**src/rtl/assert_macros.svh**
```systemverilog
// Assertion helpers, clocked on clock and disabled in reset.
`ifndef ASSERT_MACROS_SVH
`define ASSERT_MACROS_SVH

// Condition must hold at every edge.
`define ASSERT_HOLDS(lbl, cond, msg) \
   lbl: assert property (@(posedge clock) disable iff (reset) (cond)) else $error(msg);

// Antecedent in a cycle implies consequent in the same cycle.
`define ASSERT_IMPLIES(lbl, ante, cons, msg) \
   lbl: assert property (@(posedge clock) disable iff (reset) (ante) |-> (cons)) else $error(msg);

`endif

```
**src/rtl/ps2sc_pkg.sv**
```systemverilog
package ps2sc_pkg;

   localparam int QUEUE_DEPTH = 128;
   localparam int PTR_W       = $clog2(QUEUE_DEPTH);
   localparam int CNT_W       = $clog2(QUEUE_DEPTH + 1);

   localparam logic [7:0] SC_RELEASE = 8'hF0;
   localparam logic [7:0] SC_CTRL    = 8'h14;
   localparam logic [7:0] SC_LSHIFT  = 8'h12;
   localparam logic [7:0] SC_RSHIFT  = 8'h59;
   localparam logic [7:0] SC_KEY_D   = 8'h23;
   localparam logic [7:0] SC_NONE    = 8'h00;
   localparam logic [7:0] CH_EOT     = 8'h04;

   typedef struct packed {
      logic       mode;
      logic [7:0] scan_code;
   } req_type;

   typedef struct packed {
      logic       read_valid;
      logic [7:0] read_char;
      logic [7:0] queue_count;
      logic       overflow;
   } rsp_type;

   typedef struct packed {
      logic       push;
      logic [7:0] ch;
   } push_type;

   typedef struct packed {
      logic             read_valid;
      logic [CNT_W-1:0] count;
      logic             overflow;
   } q_status_type;

   function automatic logic [7:0] lower_char(input logic [7:0] code);
      logic [7:0] c;
      case (code)
         8'h15: c = 8'h71;  8'h16: c = 8'h31;  8'h1A: c = 8'h7A;  8'h1B: c = 8'h73;
         8'h1C: c = 8'h61;  8'h1D: c = 8'h77;  8'h1E: c = 8'h32;
         8'h21: c = 8'h63;  8'h22: c = 8'h78;  8'h23: c = 8'h64;  8'h24: c = 8'h65;
         8'h25: c = 8'h34;  8'h26: c = 8'h33;
         8'h29: c = 8'h20;  8'h2A: c = 8'h76;  8'h2B: c = 8'h66;  8'h2C: c = 8'h74;
         8'h2D: c = 8'h72;  8'h2E: c = 8'h35;
         8'h31: c = 8'h6E;  8'h32: c = 8'h62;  8'h33: c = 8'h68;  8'h34: c = 8'h67;
         8'h35: c = 8'h79;  8'h36: c = 8'h36;
         8'h3A: c = 8'h6D;  8'h3B: c = 8'h6A;  8'h3C: c = 8'h75;  8'h3D: c = 8'h37;
         8'h3E: c = 8'h38;
         8'h41: c = 8'h2C;  8'h42: c = 8'h6B;  8'h43: c = 8'h69;  8'h44: c = 8'h6F;
         8'h45: c = 8'h30;  8'h46: c = 8'h39;
         8'h49: c = 8'h2E;  8'h4A: c = 8'h2F;  8'h4B: c = 8'h6C;  8'h4C: c = 8'h3B;
         8'h4D: c = 8'h70;  8'h4E: c = 8'h2D;
         8'h52: c = 8'h27;  8'h54: c = 8'h5B;  8'h55: c = 8'h3D;
         8'h5A: c = 8'h0D;  8'h5B: c = 8'h5D;  8'h5D: c = 8'h5C;
         8'h66: c = 8'h08;
         default: c = 8'h00;
      endcase
      return c;
   endfunction

   function automatic logic [7:0] upper_char(input logic [7:0] code);
      logic [7:0] c;
      case (code)
         8'h15: c = 8'h51;  8'h16: c = 8'h21;  8'h1A: c = 8'h5A;  8'h1B: c = 8'h53;
         8'h1C: c = 8'h41;  8'h1D: c = 8'h57;  8'h1E: c = 8'h40;
         8'h21: c = 8'h43;  8'h22: c = 8'h58;  8'h23: c = 8'h44;  8'h24: c = 8'h45;
         8'h25: c = 8'h24;  8'h26: c = 8'h23;
         8'h29: c = 8'h20;  8'h2A: c = 8'h56;  8'h2B: c = 8'h46;  8'h2C: c = 8'h54;
         8'h2D: c = 8'h52;  8'h2E: c = 8'h25;
         8'h31: c = 8'h4E;  8'h32: c = 8'h42;  8'h33: c = 8'h48;  8'h34: c = 8'h47;
         8'h35: c = 8'h59;  8'h36: c = 8'h5E;
         8'h3A: c = 8'h4D;  8'h3B: c = 8'h4A;  8'h3C: c = 8'h55;  8'h3D: c = 8'h26;
         8'h3E: c = 8'h2A;
         8'h41: c = 8'h3C;  8'h42: c = 8'h4B;  8'h43: c = 8'h49;  8'h44: c = 8'h4F;
         8'h45: c = 8'h29;  8'h46: c = 8'h28;
         8'h49: c = 8'h3E;  8'h4A: c = 8'h3F;  8'h4B: c = 8'h4C;  8'h4C: c = 8'h3A;
         8'h4D: c = 8'h50;  8'h4E: c = 8'h5F;
         8'h52: c = 8'h22;  8'h54: c = 8'h7B;  8'h55: c = 8'h2B;
         8'h5A: c = 8'h0D;  8'h5B: c = 8'h7D;  8'h5D: c = 8'h7C;
         8'h66: c = 8'h08;
         default: c = 8'h00;
      endcase
      return c;
   endfunction

endpackage

```
**src/rtl/ps2sc_decode.sv**
```systemverilog
module ps2sc_decode (
   input  logic                clock,
   input  logic                reset,
   input  logic                fire,
   input  logic [7:0]          code,
   output ps2sc_pkg::push_type push
);

   logic release_ff, release_in;
   logic shift_ff, shift_in;
   logic ctrl_ff, ctrl_in;
   logic is_shift;

   assign is_shift = (code == ps2sc_pkg::SC_LSHIFT) || (code == ps2sc_pkg::SC_RSHIFT);

   always_comb begin
      release_in = release_ff;
      shift_in   = shift_ff;
      ctrl_in    = ctrl_ff;
      push.push  = 1'b0;
      push.ch    = 8'h00;
      if (code == ps2sc_pkg::SC_CTRL) begin
         if (release_ff) begin
            ctrl_in    = 1'b0;
            release_in = 1'b0;
         end else begin
            ctrl_in = 1'b1;
         end
      end else if (code == ps2sc_pkg::SC_RELEASE) begin
         release_in = 1'b1;
      end else if (release_ff && (code != ps2sc_pkg::SC_NONE)) begin
         release_in = 1'b0;
         if (is_shift) begin
            shift_in = 1'b0;
         end
      end else if (is_shift) begin
         shift_in = 1'b1;
      end else if (shift_ff) begin
         push.push = 1'b1;
         push.ch   = ps2sc_pkg::upper_char(code);
      end else if (!ctrl_ff) begin
         push.push = 1'b1;
         push.ch   = ps2sc_pkg::lower_char(code);
      end else if (code == ps2sc_pkg::SC_KEY_D) begin
         push.push = 1'b1;
         push.ch   = ps2sc_pkg::CH_EOT;
      end
   end

   always_ff @(posedge clock) begin
      if (reset) begin
         release_ff <= 1'b0;
         shift_ff   <= 1'b0;
         ctrl_ff    <= 1'b0;
      end else if (fire) begin
         release_ff <= release_in;
         shift_ff   <= shift_in;
         ctrl_ff    <= ctrl_in;
      end
   end

endmodule

```
**src/rtl/ps2sc_queue.sv**
```systemverilog
module ps2sc_queue (
   input  logic                    clock,
   input  logic                    reset,
   input  logic                    fire,
   input  logic                    pop,
   input  ps2sc_pkg::push_type     push,
   output ps2sc_pkg::q_status_type status,
   output logic [7:0]              rd_data_ff
);

   localparam int PW = ps2sc_pkg::PTR_W;
   localparam int CW = ps2sc_pkg::CNT_W;

   logic [7:0]    char_queue_ff [ps2sc_pkg::QUEUE_DEPTH];
   logic [PW-1:0] wptr_ff, wptr_in;
   logic [PW-1:0] rptr_ff, rptr_in;
   logic [CW-1:0] count_ff, count_in;
   logic          full, pop_ok, push_ok;

   assign full    = count_ff >= CW'(ps2sc_pkg::QUEUE_DEPTH);
   assign pop_ok  = pop && (count_ff != '0);
   assign push_ok = !pop && push.push && !full;

   always_comb begin
      wptr_in  = wptr_ff;
      rptr_in  = rptr_ff;
      count_in = count_ff;
      if (pop_ok) begin
         rptr_in  = (rptr_ff == PW'(ps2sc_pkg::QUEUE_DEPTH - 1)) ? '0 : rptr_ff + 1'b1;
         count_in = count_ff - 1'b1;
      end else if (push_ok) begin
         wptr_in  = (wptr_ff == PW'(ps2sc_pkg::QUEUE_DEPTH - 1)) ? '0 : wptr_ff + 1'b1;
         count_in = count_ff + 1'b1;
      end
   end

   assign status.read_valid = pop_ok;
   assign status.count      = count_in;
   assign status.overflow   = !pop && push.push && full;

   always_ff @(posedge clock) begin
      if (reset) begin
         wptr_ff  <= '0;
         rptr_ff  <= '0;
         count_ff <= '0;
      end else if (fire) begin
         wptr_ff  <= wptr_in;
         rptr_ff  <= rptr_in;
         count_ff <= count_in;
      end
   end

   always_ff @(posedge clock) begin
      if (fire && push_ok) begin
         char_queue_ff[wptr_ff] <= push.ch;
      end
   end

   always_ff @(posedge clock) begin
      if (fire && pop_ok) begin
         rd_data_ff <= char_queue_ff[rptr_ff];
      end
   end

endmodule

```
**src/rtl/ps2_scan_code_to_ascii_queue_core.sv**
```systemverilog
// PS/2 set-2 keyboard decoder with a 128-character queue. Each request item is either a scan
// code (mode 0), which updates the release/shift/control flags and may queue one ASCII
// character, or a read (mode 1), which returns the oldest queued character. Every item
// yields exactly one response carrying the queue fill after the step and an overflow flag
// for a character dropped on a full queue. One item is taken per clock while the response
// side keeps up. An item accepted into the input register passes through the decode and
// queue update into the output register at the edge where it fires, which needs the output
// register free or being read. The queue is a single-write, single-read memory whose
// registered read port loads on the same edge as the output register. A response held by
// rsp_ready low stalls the input once the input register is full.
`include "assert_macros.svh"

module ps2_scan_code_to_ascii_queue_core (
   input  logic               clock,
   input  logic               reset,
   input  logic               req_valid,
   output logic               req_ready,
   input  ps2sc_pkg::req_type req_item,
   output logic               rsp_valid,
   input  logic               rsp_ready,
   output ps2sc_pkg::rsp_type rsp_item
);

   logic                    in_v_ff, in_v_in;
   ps2sc_pkg::req_type      in_item_ff;
   logic                    out_v_ff, out_v_in;
   logic                    out_rv_ff;
   logic [7:0]              out_count_ff;
   logic                    out_ovf_ff;
   logic                    out_free, fire;
   ps2sc_pkg::push_type     push;
   ps2sc_pkg::q_status_type status;
   logic [7:0]              rd_data_ff;

   assign out_free  = !out_v_ff || rsp_ready;
   assign fire      = in_v_ff && out_free;
   assign req_ready = !in_v_ff || fire;

   always_comb begin
      in_v_in = in_v_ff;
      if (req_ready) begin
         in_v_in = req_valid;
      end
      out_v_in = out_v_ff;
      if (out_free) begin
         out_v_in = fire;
      end
   end

   always_ff @(posedge clock) begin
      if (reset) begin
         in_v_ff  <= 1'b0;
         out_v_ff <= 1'b0;
      end else begin
         in_v_ff  <= in_v_in;
         out_v_ff <= out_v_in;
      end
   end

   always_ff @(posedge clock) begin
      if (req_valid && req_ready) begin
         in_item_ff <= req_item;
      end
      if (fire) begin
         out_rv_ff    <= status.read_valid;
         out_count_ff <= 8'(status.count);
         out_ovf_ff   <= status.overflow;
      end
   end

   ps2sc_decode u_decode (
      .clock (clock),
      .reset (reset),
      .fire  (fire && !in_item_ff.mode),
      .code  (in_item_ff.scan_code),
      .push  (push)
   );

   ps2sc_queue u_queue (
      .clock      (clock),
      .reset      (reset),
      .fire       (fire),
      .pop        (in_item_ff.mode),
      .push       (push),
      .status     (status),
      .rd_data_ff (rd_data_ff)
   );

   assign rsp_valid            = out_v_ff;
   assign rsp_item.read_valid  = out_rv_ff;
   assign rsp_item.read_char   = out_rv_ff ? rd_data_ff : 8'h00;
   assign rsp_item.queue_count = out_count_ff;
   assign rsp_item.overflow    = out_ovf_ff;

   `ASSERT_IMPLIES(a_count_bound, in_v_ff, status.count <= ps2sc_pkg::CNT_W'(ps2sc_pkg::QUEUE_DEPTH), "queue count above depth")
   `ASSERT_IMPLIES(a_ovf_full, rsp_valid && rsp_item.overflow, rsp_item.queue_count == 8'(ps2sc_pkg::QUEUE_DEPTH), "overflow with queue not full")
   `ASSERT_IMPLIES(a_ovf_not_read, rsp_valid && rsp_item.read_valid, !rsp_item.overflow, "overflow on a read item")
   `ASSERT_IMPLIES(a_stall_cause, !req_ready, rsp_valid && !rsp_ready && in_v_ff, "input stalled without output backpressure")

endmodule
```
**config.mk**
```make
export PLATFORM = sky130hd
export DESIGN_NAME = ps2_scan_code_to_ascii_queue_core
export DESIGN_NICKNAME = d
export VERILOG_FILES = /design/src/rtl/ps2sc_pkg.sv /design/src/rtl/ps2sc_decode.sv /design/src/rtl/ps2sc_queue.sv /design/src/rtl/ps2_scan_code_to_ascii_queue_core.sv
export VERILOG_INCLUDE_DIRS = /design/src /design/src/rtl
export SDC_FILE = /design/constraint.sdc
export NUM_CORES = 1
export LEC_CHECK = 0
export ABC_CLOCK_PERIOD_IN_PS = 10630
export BUFFER_PORTS_ARGS = -buffer_cell sky130_fd_sc_hd__buf_2
export CAP_MARGIN = 20
export CORE_ASPECT_RATIO = 0.9
export CORE_UTILIZATION = 25
export CTS_CLUSTER_SIZE = 25
export DETAILED_ROUTE_END_ITERATION = 8
export GPL_TIMING_DRIVEN = 0
export PLACE_DENSITY = 0.38
export SKIP_LAST_GASP = 1
export SLEW_MARGIN = 40
export SYNTH_ARGS = -nofsm -noshare
export SYNTH_HDL_FRONTEND = slang
export SYNTH_HIERARCHICAL = 1
export SYNTH_SLANG_ARGS = --single-unit
```
**constraint.sdc**
```tcl
create_clock -name clock -period 10.63 [get_ports clock]
set_clock_uncertainty 0.15 [all_clocks]
set_input_delay 2.126 -clock clock [delete_from_list [all_inputs] [get_ports clock]]
set_output_delay 2.126 -clock clock [all_outputs]
set_load 0.02 [all_outputs]
```
# Word level (Yosys, flattened, before mapping)
# Memory sizes are Yosys's and may differ from the RTL's. A register that Yosys moved wholly into a read port is not among the register bits.
# Cells that the tools add are included.
[classes]
n_lt_le_gt_ge = 1
muxes = 25
addsub = 4
eq_ne = 7
bitwise = 3
reduce_logical = 25
[op_table]
columns = ["operator", "n"]
rows = [
  ["9-bit two-way mux", 7],
  ["8-bit two-way mux", 5],
  ["7-bit two-way mux", 4],
  ["8-bit by 5-bit == test with 1-bit output, second input constant", 2],
  ["8-bit nonzero test", 2],
  ["7-bit by 1-bit adder with 7-bit output, second input constant", 2],
  ["7-bit == test, second input constant", 2],
  ["1-bit logical AND", 10],
  ["1-bit two-way mux", 9],
  ["8-bit by 1-bit adder with 8-bit output, second input constant", 1],
  ["8-bit by 6-bit == test with 1-bit output, second input constant", 1],
  ["8-bit by 7-bit == test with 1-bit output, second input constant", 1],
  ["8-bit == test, second input constant", 1],
  ["8-bit >= comparator, second input constant", 1],
  ["8-bit by 1-bit subtractor with 8-bit output, second input constant", 1],
  ["2-bit AND reduction", 3],
  ["1-bit logical NOT", 4],
  ["4-bit AND reduction", 1],
  ["1-bit logical OR", 3],
  ["1-bit inverter", 3],
  ["3-bit AND reduction", 1],
  ["3-bit nonzero test", 1],
]
[word_totals]
mem_bits_ro = 1792
out_inout_bits = 20
input_bits = 13
wordCells = 81
n_memories = 3
mem_bits_rw = 1024
ff_bits = 46
[memory_table]
columns = ["name", "depth", "word_bits", "read_ports", "rd_ports_with_merged_regs", "write_ports", "line", "source"]
rows = [
  ["u_queue.char_queue_ff", 128, 8, 1, 1, 1, "ps2sc_queue.sv:14", "logic [7:0] char_queue_ff [ps2sc_pkg::QUEUE_DEPTH];"],
  ["(name not given)", 128, 7, 1, 1, 0, "ps2sc_pkg.sv:65", "case (code)"],
  ["(name not given)", 128, 7, 1, 1, 0, "ps2sc_pkg.sv:40", "case (code)"],
]

# Longest topological paths before layout
# Gate-level depths: netlist (run 1).
[logic_depth]
word_depth = 13
ltp_mapped = 14
mapped_depth_nobuf = 12

# By module
# Netlist (run 1), hierarchy kept.
[by_module_without_submodules]
columns = ["module", "cells_per_inst", "seq_area_each_um2", "instances", "area_each_um2"]
rows = [
  ["ps2sc_queue", 2100, 31430.1, 1, 41528.6],
  ["ps2sc_decode", 252, 60.1, 1, 1619.1],
  ["ps2_scan_code_to_ascii_queue_core", 40, 610.6, 1, 750.7],
]

# Worst setup path after synthesis (run 1)
# No wires, ideal clock.
[synth_timing]
kind = "register to register"
start = "register in_item_ff[1] (netlist bit)"
end = "memory u_queue.char_queue_ff[0][2], data pin"
synth_period_minus_slack_ns = 8.485
n_path_buf = 1
slack_ns = 2.145
arrival_time_ns = 7.123
setup_ns = 1.213
required_time_ns = 9.267
path_stages_with_launch = 9
path_cell_list = "edfxtp_1 -> buf_2 -> inv_1 -> ha_1 -> nor2b_2 -> nand3_1 -> a2111o_1 -> a21oi_1 -> nor3b_1"
[synth_lines]
columns = ["item", "line", "source"]
rows = [
  ["from (decl)", "ps2_scan_code_to_ascii_queue_core.sv:25", "ps2sc_pkg::req_type in_item_ff;"],
  ["from (signal assigned)", "ps2_scan_code_to_ascii_queue_core.sv:62", "in_item_ff <= req_item;"],
  ["to (decl)", "ps2sc_queue.sv:14", ""],
]

==> results of run 1 <==
synth_stat cells (24+ instances only):
master                     count
sky130_fd_sc_hd__edfxtp_1   1051
sky130_fd_sc_hd__mux4_2      187
sky130_fd_sc_hd__nor2_1      179
sky130_fd_sc_hd__mux2i_1     139
sky130_fd_sc_hd__nand2_1      87
sky130_fd_sc_hd__a21oi_1      69
sky130_fd_sc_hd__clkbuf_1     48
sky130_fd_sc_hd__buf_2        40
sky130_fd_sc_hd__a22oi_1      36
sky130_fd_sc_hd__o22ai_1      30
sky130_fd_sc_hd__dfxtp_1      27
sky130_fd_sc_hd__o21ai_0      27
sky130_fd_sc_hd__buf_4        26
sky130_fd_sc_hd__a211oi_1     25
sky130_fd_sc_hd__nand3_1      25
sky130_fd_sc_hd__nor2b_1      25
sky130_fd_sc_hd__o221ai_1     24
metal layers:
metal	share of wire, %	track usage (%)
met1	46	25.72
met2	46	28.24
met3	5.6	2.159
met4	2.2	4.721
met5	0	0
flip-flops by register name (all words and copies together) (netlist names), 7 cells and up:
register / flops
u_queue/rptr_ff: 7
u_queue/wptr_ff: 7
in_item_ff: 9
u_queue/count_ff: 8
out_count_ff: 8
u_queue/rd_data_ff: 8
u_queue/char_queue_ff: 1024
worst max-delay path, delay by kind of cell, from the launching register on:
family | cells | cell delay [ns]
AO/OA/AOI/OAI | 2 | 0.99
AND/OR/NAND/NOR | 7 | 2.97
adder cells (fa/ha/maj) | 1 | 0.30
flip-flops | 1 | 0.51
buffers and inverters | 3 | 1.10
area by class of cell:
class                      count  area, um2
tap                         2278       2850
inverter                      25      93.84
timing repair buffer          93      759.5
sequential                  1078      32100
antenna                        2      5.005
multi-input combinational   1144      11170
fill                       16925     122000
buffer                       145      964.7
clock inverter                78      909.6
clock buffer                 145       3128
cell families after synthesis:
family / synth area share (%)
buf+inv: 2.363
xor+xnor: 0.3192
compound gates: 5.458
simple gates: 4.857
mux: 13.50
other cells: 0.008542
flops: 73.13
fa+ha+maj: 0.3705
path summary, 6_finish.rpt:
kind	cells after the start	to
setup / recovery	13	u_queue/char_queue_ff[106][0]
hold / removal	2	in_v_ff
setup reg to reg	13	u_queue/char_queue_ff[106][0]
hold reg to reg	2	in_v_ff
metrics by stage:
step	instance area (um2)	std cells	setup TNS, ns
3_5_place_dp	47880	4763	0
5_1_grt	51980	4986	0
2_1_floorplan	43900	2392	0
4_1_cts	51920	4986	0
6_report	51980	4988	0
3_3_place_gp	46910	4702	-1371.06
power by group through the flow:
| stage | combinational (uW) | clock [uW] | sequential (uW) |
|---|---|---|---|
| floorplan | 228 | 0 | 4810 |
| global route | 478 | 4490 | 4710 |
| CTS | 451 | 4350 | 4710 |
| global placement | 407 | 0 | 4840 |
| detailed placement | 450 | 0 | 4800 |
| finish | 453 | 4250 | 4710 |
==> run summary, run 1 <==
Detail-routed net length per standard cell: 31.94 um. The routed layout has 24,780 vias. The area overhead of the layout relative to synthesis is 18.42%, and the combinational cell fraction of total power is 4.8%. The maximum level of the CTS H-tree was 3. Of the total power, registers draw 50.0%. The master cell of the clock root buffer was sky130_fd_sc_hd__clkbuf_16. On the final layout, the worst hold slack is 0.3806 ns.

The logs give 33.33% for the relative max-transition margin and 0.75 ns for the clock latency of the later-clocked register in the worst-skew pair. The worst-case IR drop observed on VDD is 0.0001371 V. For this run, the number of Yosys warnings is 6.

The synthesized design spends more area on one cell type than any other, namely sky130_fd_sc_hd__edfxtp_1. In this run the worst path has a maximum fanout of 10. Counting along the longest clock path gives a buffer depth of 3. For this design, the slowest cell found on the critical path is sky130_fd_sc_hd__nor2_1. Sequential cells were found to cover 73.13% of the synthesized design area.

Clock-pin slew was measured on the worst setup and hold paths at 0.06 ns. The final critical path takes up 60.15% of the cycle. Pin placement for this block handled 33 I/O pins. Cells with a size suffix above 1 make up 26.99% of the layout.

At the end of the flow, the number of nets in the layout was 2,632. In this run the most critical hold path is launched from in_v_ff. The number of setup buffers added after CTS is 0.

Setup repair after global routing left no endpoint under its margin. Each instance of the synthesized netlist takes up on average 18.35 um2. The x dimension of the die was 443.7 um; the remaining routing DRC violations was 0. The run gives 145 as the count of standard-cell rows. The clock network is responsible for 45.1% of the overall power. The type of origin of the critical path was a register. The TritonCTS buffer count is 119. Once layout is complete, the utilization of the core stands at 29.88%.

The detail-routed via count per cell is 4.968. Setup violations remaining at the end of the flow were counted as 0. After synthesis, the netlist uses 88 different library cells. The count of state elements after synthesis works out to 1,078. The wire-length estimate of the detail-placed layout is 109,500 um. The number of global-route vias before repair was 24,769. The startpoint-to-endpoint class of the critical path is reg2reg. In this run the tool buffered the top-level ports with 32 buffer cells.

The first detailed-routing pass took 7 iterations. The synthesized netlist occupies a cell area of 0.04390 mm2. The power density relative to cell area was 181.0 mW/mm2; the final worst-path setup slack was 4.236 ns. The maximum cell stage delay along the critical path came out at 0.77 ns.

The count of flip-flops with a built-in enable after synthesis is 1,051, and the data arrival time of the worst path is 6.62 ns. Across the run, the number of max-cap violations was 0. The top cell types in the final layout, fill and taps aside, are 1,051 x sky130_fd_sc_hd__edfxtp_1, 187 x sky130_fd_sc_hd__mux4_2, 139 x sky130_fd_sc_hd__mux2i_1. The final count of pins violating max slew was 0; the overall die area was 0.1773 mm2.

The largest net degree at the start of global routing came out at 129. The flow ran to the end, and the final reports show no timing, DRC or antenna violations. For this block, the initial DRC count from the detailed router was 2,665.

The total count of hold-check failures in the final report is 0. The tools report the total congestion overflow after global routing as 0. The required time reported for the critical path endpoint is 10.86 ns, and the shortest period the worst path allows is 6.394 ns. TritonCTS built the clock tree.

The clock net in this run drives a total of 1,078 sinks. In this run the remaining antenna-violating nets after routing total 0. Synthesis produced a netlist with a net count of 2,418. The leakage power is 0.01491 uW, and the number of gates given a new drive strength after cts is 0.

The switching fraction of total power is 21.70%, and the number of buffers added to fix hold violations after cts is 0. After synthesis, the cell types taking the most area are sky130_fd_sc_hd__edfxtp_1 72%, sky130_fd_sc_hd__mux4_2 9.6%, sky130_fd_sc_hd__mux2i_1 3.2%. The proportion of register bits with asynchronous set or reset after synthesis was 0%. The worst hold path belongs to the class reg2reg. Counting every instance in the synthesized netlist gives 2,392. The number of antenna violations at the first check in global routing came out at 7.

The library cell used most frequently in the layout, excluding fill and tap cells, is sky130_fd_sc_hd__edfxtp_1. At the pin with the least slew margin, the transition time is 0.9941 ns. The worst setup path is captured at a register. Prior to clock tree synthesis, the placed netlist has a worst setup slack of 4.084 ns. The final weighted congestion in routability-driven placement was 0.8478; the effective utilization at floorplan was 25.23%.

The setup slack of the most critical reg-to-reg path is 4.24 ns. Traced cell by cell, the critical path runs through buf_2 > inv_1 > ha_1 > nor2b_2 > nand3_1 > a2111o_1 > a21oi_1 > nor3b_2 > nand2_1 > nor2_1 > nand2_1 > clkbuf_2 > nor2_1. After detailed routing, the total wire length is 159,300 um. The tools report the reg-to-reg startpoint as in_item_ff[1]. The share of synthesized area in the top cell type comes to 71.89%. The run gives 215,800 um as the first-pass GRT wire length.

The core region is 0.1740 mm2. The maximum clock rate was 156.4 MHz. The die is 399.5 um tall. The internal power of the cells totals 7368 uW. For this design the total switching power over the nets is 2042 uW.

Global routing consumed, over all layers together, 17.82% of the routing resources. The most frequently used flop master after synthesis is sky130_fd_sc_hd__edfxtp_1. After layout, the design draws a total of 9410 uW. The launch point of the critical path was in_item_ff[1].
No activity file was read; power rests on OpenSTA's default activity.
==> run 2: changes to the inputs <==
ABC_AREA = 1   (was default)
ABC_CLOCK_PERIOD_IN_PS = 5150   (was 10630)
PLACE_DENSITY = 0.4   (was 0.38)
clock period = 5.15 ns   (was 10.63 ns; I/O delays follow)
==> run 2 against run 1 <==
  * Via count is 41% higher
  * Global-route usage is 1.9 points higher
  * Sequential power is 110% higher
  * Critical path type unchanged
  * Largest power group unchanged
==> run summary, run 2 <==
The flow ran to the end, and the final reports show no timing, DRC or antenna violations. Highest-count cells in the layout ignoring fill and taps: 1,463 x sky130_fd_sc_hd__nand2_1, 1,051 x sky130_fd_sc_hd__edfxtp_1, 505 x sky130_fd_sc_hd__nor2_1 (was 1,051 x sky130_fd_sc_hd__edfxtp_1, 187 x sky130_fd_sc_hd__mux4_2, 139 x sky130_fd_sc_hd__mux2i_1). The slew of the pin with the lowest slew margin came out at 0.8950 ns (was 0.9941 ns).

The total count of hold-check failures in the final report was 0 (unchanged); the first-pass detailed-route iteration total was 5 (was 7). The wire length after detailed routing was 191,600 um (was 159,300 um). The tools report the startpoint of the tightest hold check path as req_item[5] (was in_v_ff). The run gives 0.02198 uW (was 0.01491 uW) as the leakage power. TritonCTS built the clock tree.

The reg-to-reg startpoint was in_item_ff[1] (unchanged). For the remaining routing DRC violations, the log shows 0 (unchanged). The effective utilization at floorplan is 25.30% (was 25.23%). The total negative setup slack was 0 ns (unchanged); the total power of the final layout was 20,000 uW (was 9410 uW). For the TritonCTS buffer count, the log shows 116 (was 119). Count of flip-flops with a built-in enable after synthesis: 1,051 (unchanged). For the setup slack of the most critical reg-to-reg path, the log shows 0.27 ns (was 4.24 ns). Detail-routed via count per cell: 4.647 (was 4.968).

The required time reported for the critical path endpoint came out at 5.40 ns (was 10.86 ns). The most frequently used flop master after synthesis is sky130_fd_sc_hd__edfxtp_1 (unchanged). The run gives 0.05670 mm2 (was 0.05198 mm2) as the post-route cell area. The average footprint of a synthesized cell is 10.03 um2 (was 18.35 um2), and the final weighted congestion in routability-driven placement is 0.9251 (was 0.8478). Largest regs: u_queue/char_queue_ff x1024, in_item_ff x9 (unchanged).

The count of standard-cell rows is 150 (was 145), and the shortest period the worst path allows is 4.883 ns (was 6.394 ns). The number of global-route vias before repair was 32,291 (was 24,769); the total of max-cap violations was 0 (unchanged). The sink of the worst hold path was in_item_ff[5] (was in_v_ff).

The run gives 6 (unchanged) as the number of warnings reported in the yosys synthesis log. The type of origin of the critical path is a register (unchanged). Largest cells by area after synthesis: sky130_fd_sc_hd__edfxtp_1 67%, sky130_fd_sc_hd__nand2_1 12%, sky130_fd_sc_hd__nor2_1 5.1% (was sky130_fd_sc_hd__edfxtp_1 72%, sky130_fd_sc_hd__mux4_2 9.6%, sky130_fd_sc_hd__mux2i_1 3.2%).

The detail-routed net length per standard cell is 25.41 um (was 31.94 um). The top register by number of flip-flops was u_queue/char_queue_ff (unchanged). The overall fraction of global-route tracks in use was 19.73% (was 17.82%).

The number of vias after detailed routing was 35,039 (was 24,780); the total congestion overflow after global routing was 0 (unchanged). Synth top cells by count: 1,466 x sky130_fd_sc_hd__nand2_1, 1,051 x sky130_fd_sc_hd__edfxtp_1, 640 x sky130_fd_sc_hd__nor2_1, 471 x sky130_fd_sc_hd__nand3_1, 443 x sky130_fd_sc_hd__inv_1 (was 1,051 x sky130_fd_sc_hd__edfxtp_1, 187 x sky130_fd_sc_hd__mux4_2, 179 x sky130_fd_sc_hd__nor2_1, 139 x sky130_fd_sc_hd__mux2i_1, 87 x sky130_fd_sc_hd__nand2_1). The overall die area is 0.1905 mm2 (was 0.1773 mm2). The number of distinct standard cells referenced by the synthesized netlist was 36 (was 88); the total nets after synthesis was 4,730 (was 2,418). The power density relative to cell area is 352.7 mW/mm2 (was 181.0 mW/mm2). The slowest stage cell on the critical path is sky130_fd_sc_hd__nor2_2 (was sky130_fd_sc_hd__nor2_1). The number of flip-flops in the largest register is 1,024 (unchanged), and the worst hold path cell count is 1 (was 2).

The layout net count is 4,955 (was 2,632). The tools report the endpoint of the lowest-slack register-to-register path as u_queue/char_queue_ff[54][5] (was u_queue/char_queue_ff[106][0]). The tools report the number of antenna violations at the first check in global routing as 6 (was 7). The run gives 260,900 um (was 215,800 um) as the first-pass GRT wire length. The area share of the largest cell type after synthesis came out at 66.87% (was 71.89%). Relative max-transition margin: 40.33% (was 33.33%).

Cell type with the highest aggregate area in the netlist: sky130_fd_sc_hd__edfxtp_1 (unchanged). The tools report the register area share after synthesis as 68.01% (was 73.13%). The count of endpoints failing setup in the final report was 0 (unchanged); the final count of pins violating max slew was 0 (unchanged). The logs give 0.04720 mm2 (was 0.04390 mm2) for the netlist area before placement and 0.1866 mm2 (was 0.1740 mm2) for the floorplan core area. The maximum level of the CTS H-tree was 3 (unchanged). The tools report the largest net degree at the start of global routing as 129 (unchanged). The startpoint-to-endpoint class of the critical path is reg2reg (unchanged). Dominant cell by count in the synthesized netlist: sky130_fd_sc_hd__nand2_1 (was sky130_fd_sc_hd__edfxtp_1).

The I/O pin count is 33 (unchanged), and the count of state elements after synthesis is 1,078 (unchanged). The data arrival time of the worst path came out at 5.13 ns (was 6.62 ns). Critical path capture point type: a register (unchanged).

The master cell of the clock root buffer is sky130_fd_sc_hd__clkbuf_16 (unchanged). Area overhead of the layout relative to synthesis: 20.14% (was 18.42%). The tools report the area after detailed placement as 0.05200 mm2 (was 0.04788 mm2). Ordered cell list for the critical path: inv_1 > ha_1 > nand2_2 > inv_2 > nand3_1 > o21ai_0 > nor2_1 > nand2_1 > a21oi_1 > inv_1 > nor2_1 > nand2_1 > nor2_4 > buf_4 > nand4_1 > clkbuf_2 > nor2_2 (was buf_2 > inv_1 > ha_1 > nor2b_2 > nand3_1 > a2111o_1 > a21oi_1 > nor3b_2 > nand2_1 > nor2_1 > nand2_1 > clkbuf_2 > nor2_1). The portion of the clock cycle consumed by the worst path in the final layout was 94.81% (was 60.15%).

The total clock sinks is 1,078 (unchanged). Class of the tightest hold or removal check: in2reg (was reg2reg). The maximum vdd ir drop was 0.0002714 V (was 0.0001371 V); the die height was 414.2 um (was 399.5 um). Number of cells on the worst reg-to-reg path: 17 (was 13).

The kind of cell adding the most delay to the critical path is simple AND/OR/NAND/NOR gates (unchanged). Most common library cell in the layout ignoring fill and taps: sky130_fd_sc_hd__nand2_1 (was sky130_fd_sc_hd__edfxtp_1). The number of I/O port buffers is 32 (unchanged).

Maximum clock rate: 204.8 MHz (was 156.4 MHz). The clock latency of the later-clocked register in the worst-skew pair is 0.80 ns (was 0.75 ns), and the x dimension of the die is 460.0 um (was 443.7 um). The number of buffers and inverters on the critical path was 5 (was 3). The number of routed nets with antenna violations is 0 (unchanged), and the proportion of register bits with asynchronous set or reset after synthesis is 0% (unchanged).

The buffer depth of the longest clock path came out at 3 (unchanged). The fraction of layout cells with a size suffix above 1 works out to 12.29% (was 26.99%). The first-iteration detailed-routing DRC count is 3,907 (was 2,665), and the maximum cell stage delay along the critical path is 0.71 ns (was 0.77 ns).

The clock slew seen by the registers of the worst setup and hold paths works out to 0.06 ns (about the same). The synthesized instance count is 4,704 (was 2,392). The peak fanout along the critical path was 10 (unchanged); the detailed placer's ending HPWL was 136,100 um (was 109,500 um).
## run 2: worst max path at each step
stage                        from                       endpoint  cells past startpoint
floorplan           in_item_ff[1]    u_queue/char_queue_ff[0][6]                     12
global placement    in_item_ff[1]   u_queue/char_queue_ff[88][6]                     12
detailed placement  in_item_ff[1]  u_queue/char_queue_ff[109][6]                     18
CTS                 in_item_ff[1]   u_queue/char_queue_ff[40][5]                     16
global route        in_item_ff[1]   u_queue/char_queue_ff[54][4]                     17
finish              in_item_ff[1]   u_queue/char_queue_ff[54][5]                     17
## run 2: layout make-up
class / instances / area [um2]
Antenna cell: 2 / 5.005
Buffer: 239 / 1187
Clock buffer: 139 / 3020
Clock inverter: 80 / 794.5
Fill cell: 19446 / 129900
Inverter: 452 / 1697
Multi-Input combinational cell: 2935 / 13090
Sequential cell: 1078 / 32100
Tap cell: 2508 / 3138
Timing Repair Buffer: 107 / 1668
## run 2: report_power, final
group	internal [uW]	switching, uW
Combinational	430	1290
Clock	4830	3720
Sequential	9710	20.2
Total	15000	5020
## run 2: cell families (layout without fill, tap and decap cells)
kind of cell / Yosys count / after routing / synth area share, %
compound gates: 298 / 298 / 3.263
xor+xnor: 10 / 10 / 0.1856
buf+inv: 691 / 1017 / 5.936
flops: 1078 / 1078 / 68.01
simple gates: 2613 / 2613 / 22.25
other cells: 1 / 3 / 0.007945
fa+ha+maj: 13 / 13 / 0.3446
## run 2: through the flow
stage	setup slack, ns	hold slack [ns]	instances	util, %
6_report	0.2674	0.2962	7540	30.40
3_5_place_dp	-0.6718	0.3143	7297	27.87
3_3_place_gp	-3.932	0.3033	7244	27.08
4_1_cts	-0.2316	0.2302	7517	30.13
2_1_floorplan	0.8974	0.2874	4704	-
5_1_grt	-0.005560	0.2597	7538	30.39
## run 2: timing repair
action,CTS,global route
cloned,0,0
resized for setup,90,31
hold buffers,0,0
setup buffers,1,20
setup endpoints to repair,672,766
pin swaps,1,17
hold endpoints to repair,0,0
## run 2: per-layer routing
metal	wire (um)	share of wire (%)	vias up	global-route usage, %
met1	87400	46	17481	28.46
met3	13660	7.1	242	3.042
met5	0	0	-	0
met4	5265	2.7	0	5.425
li1	-	-	15995	-
met2	85260	45	1321	30.47
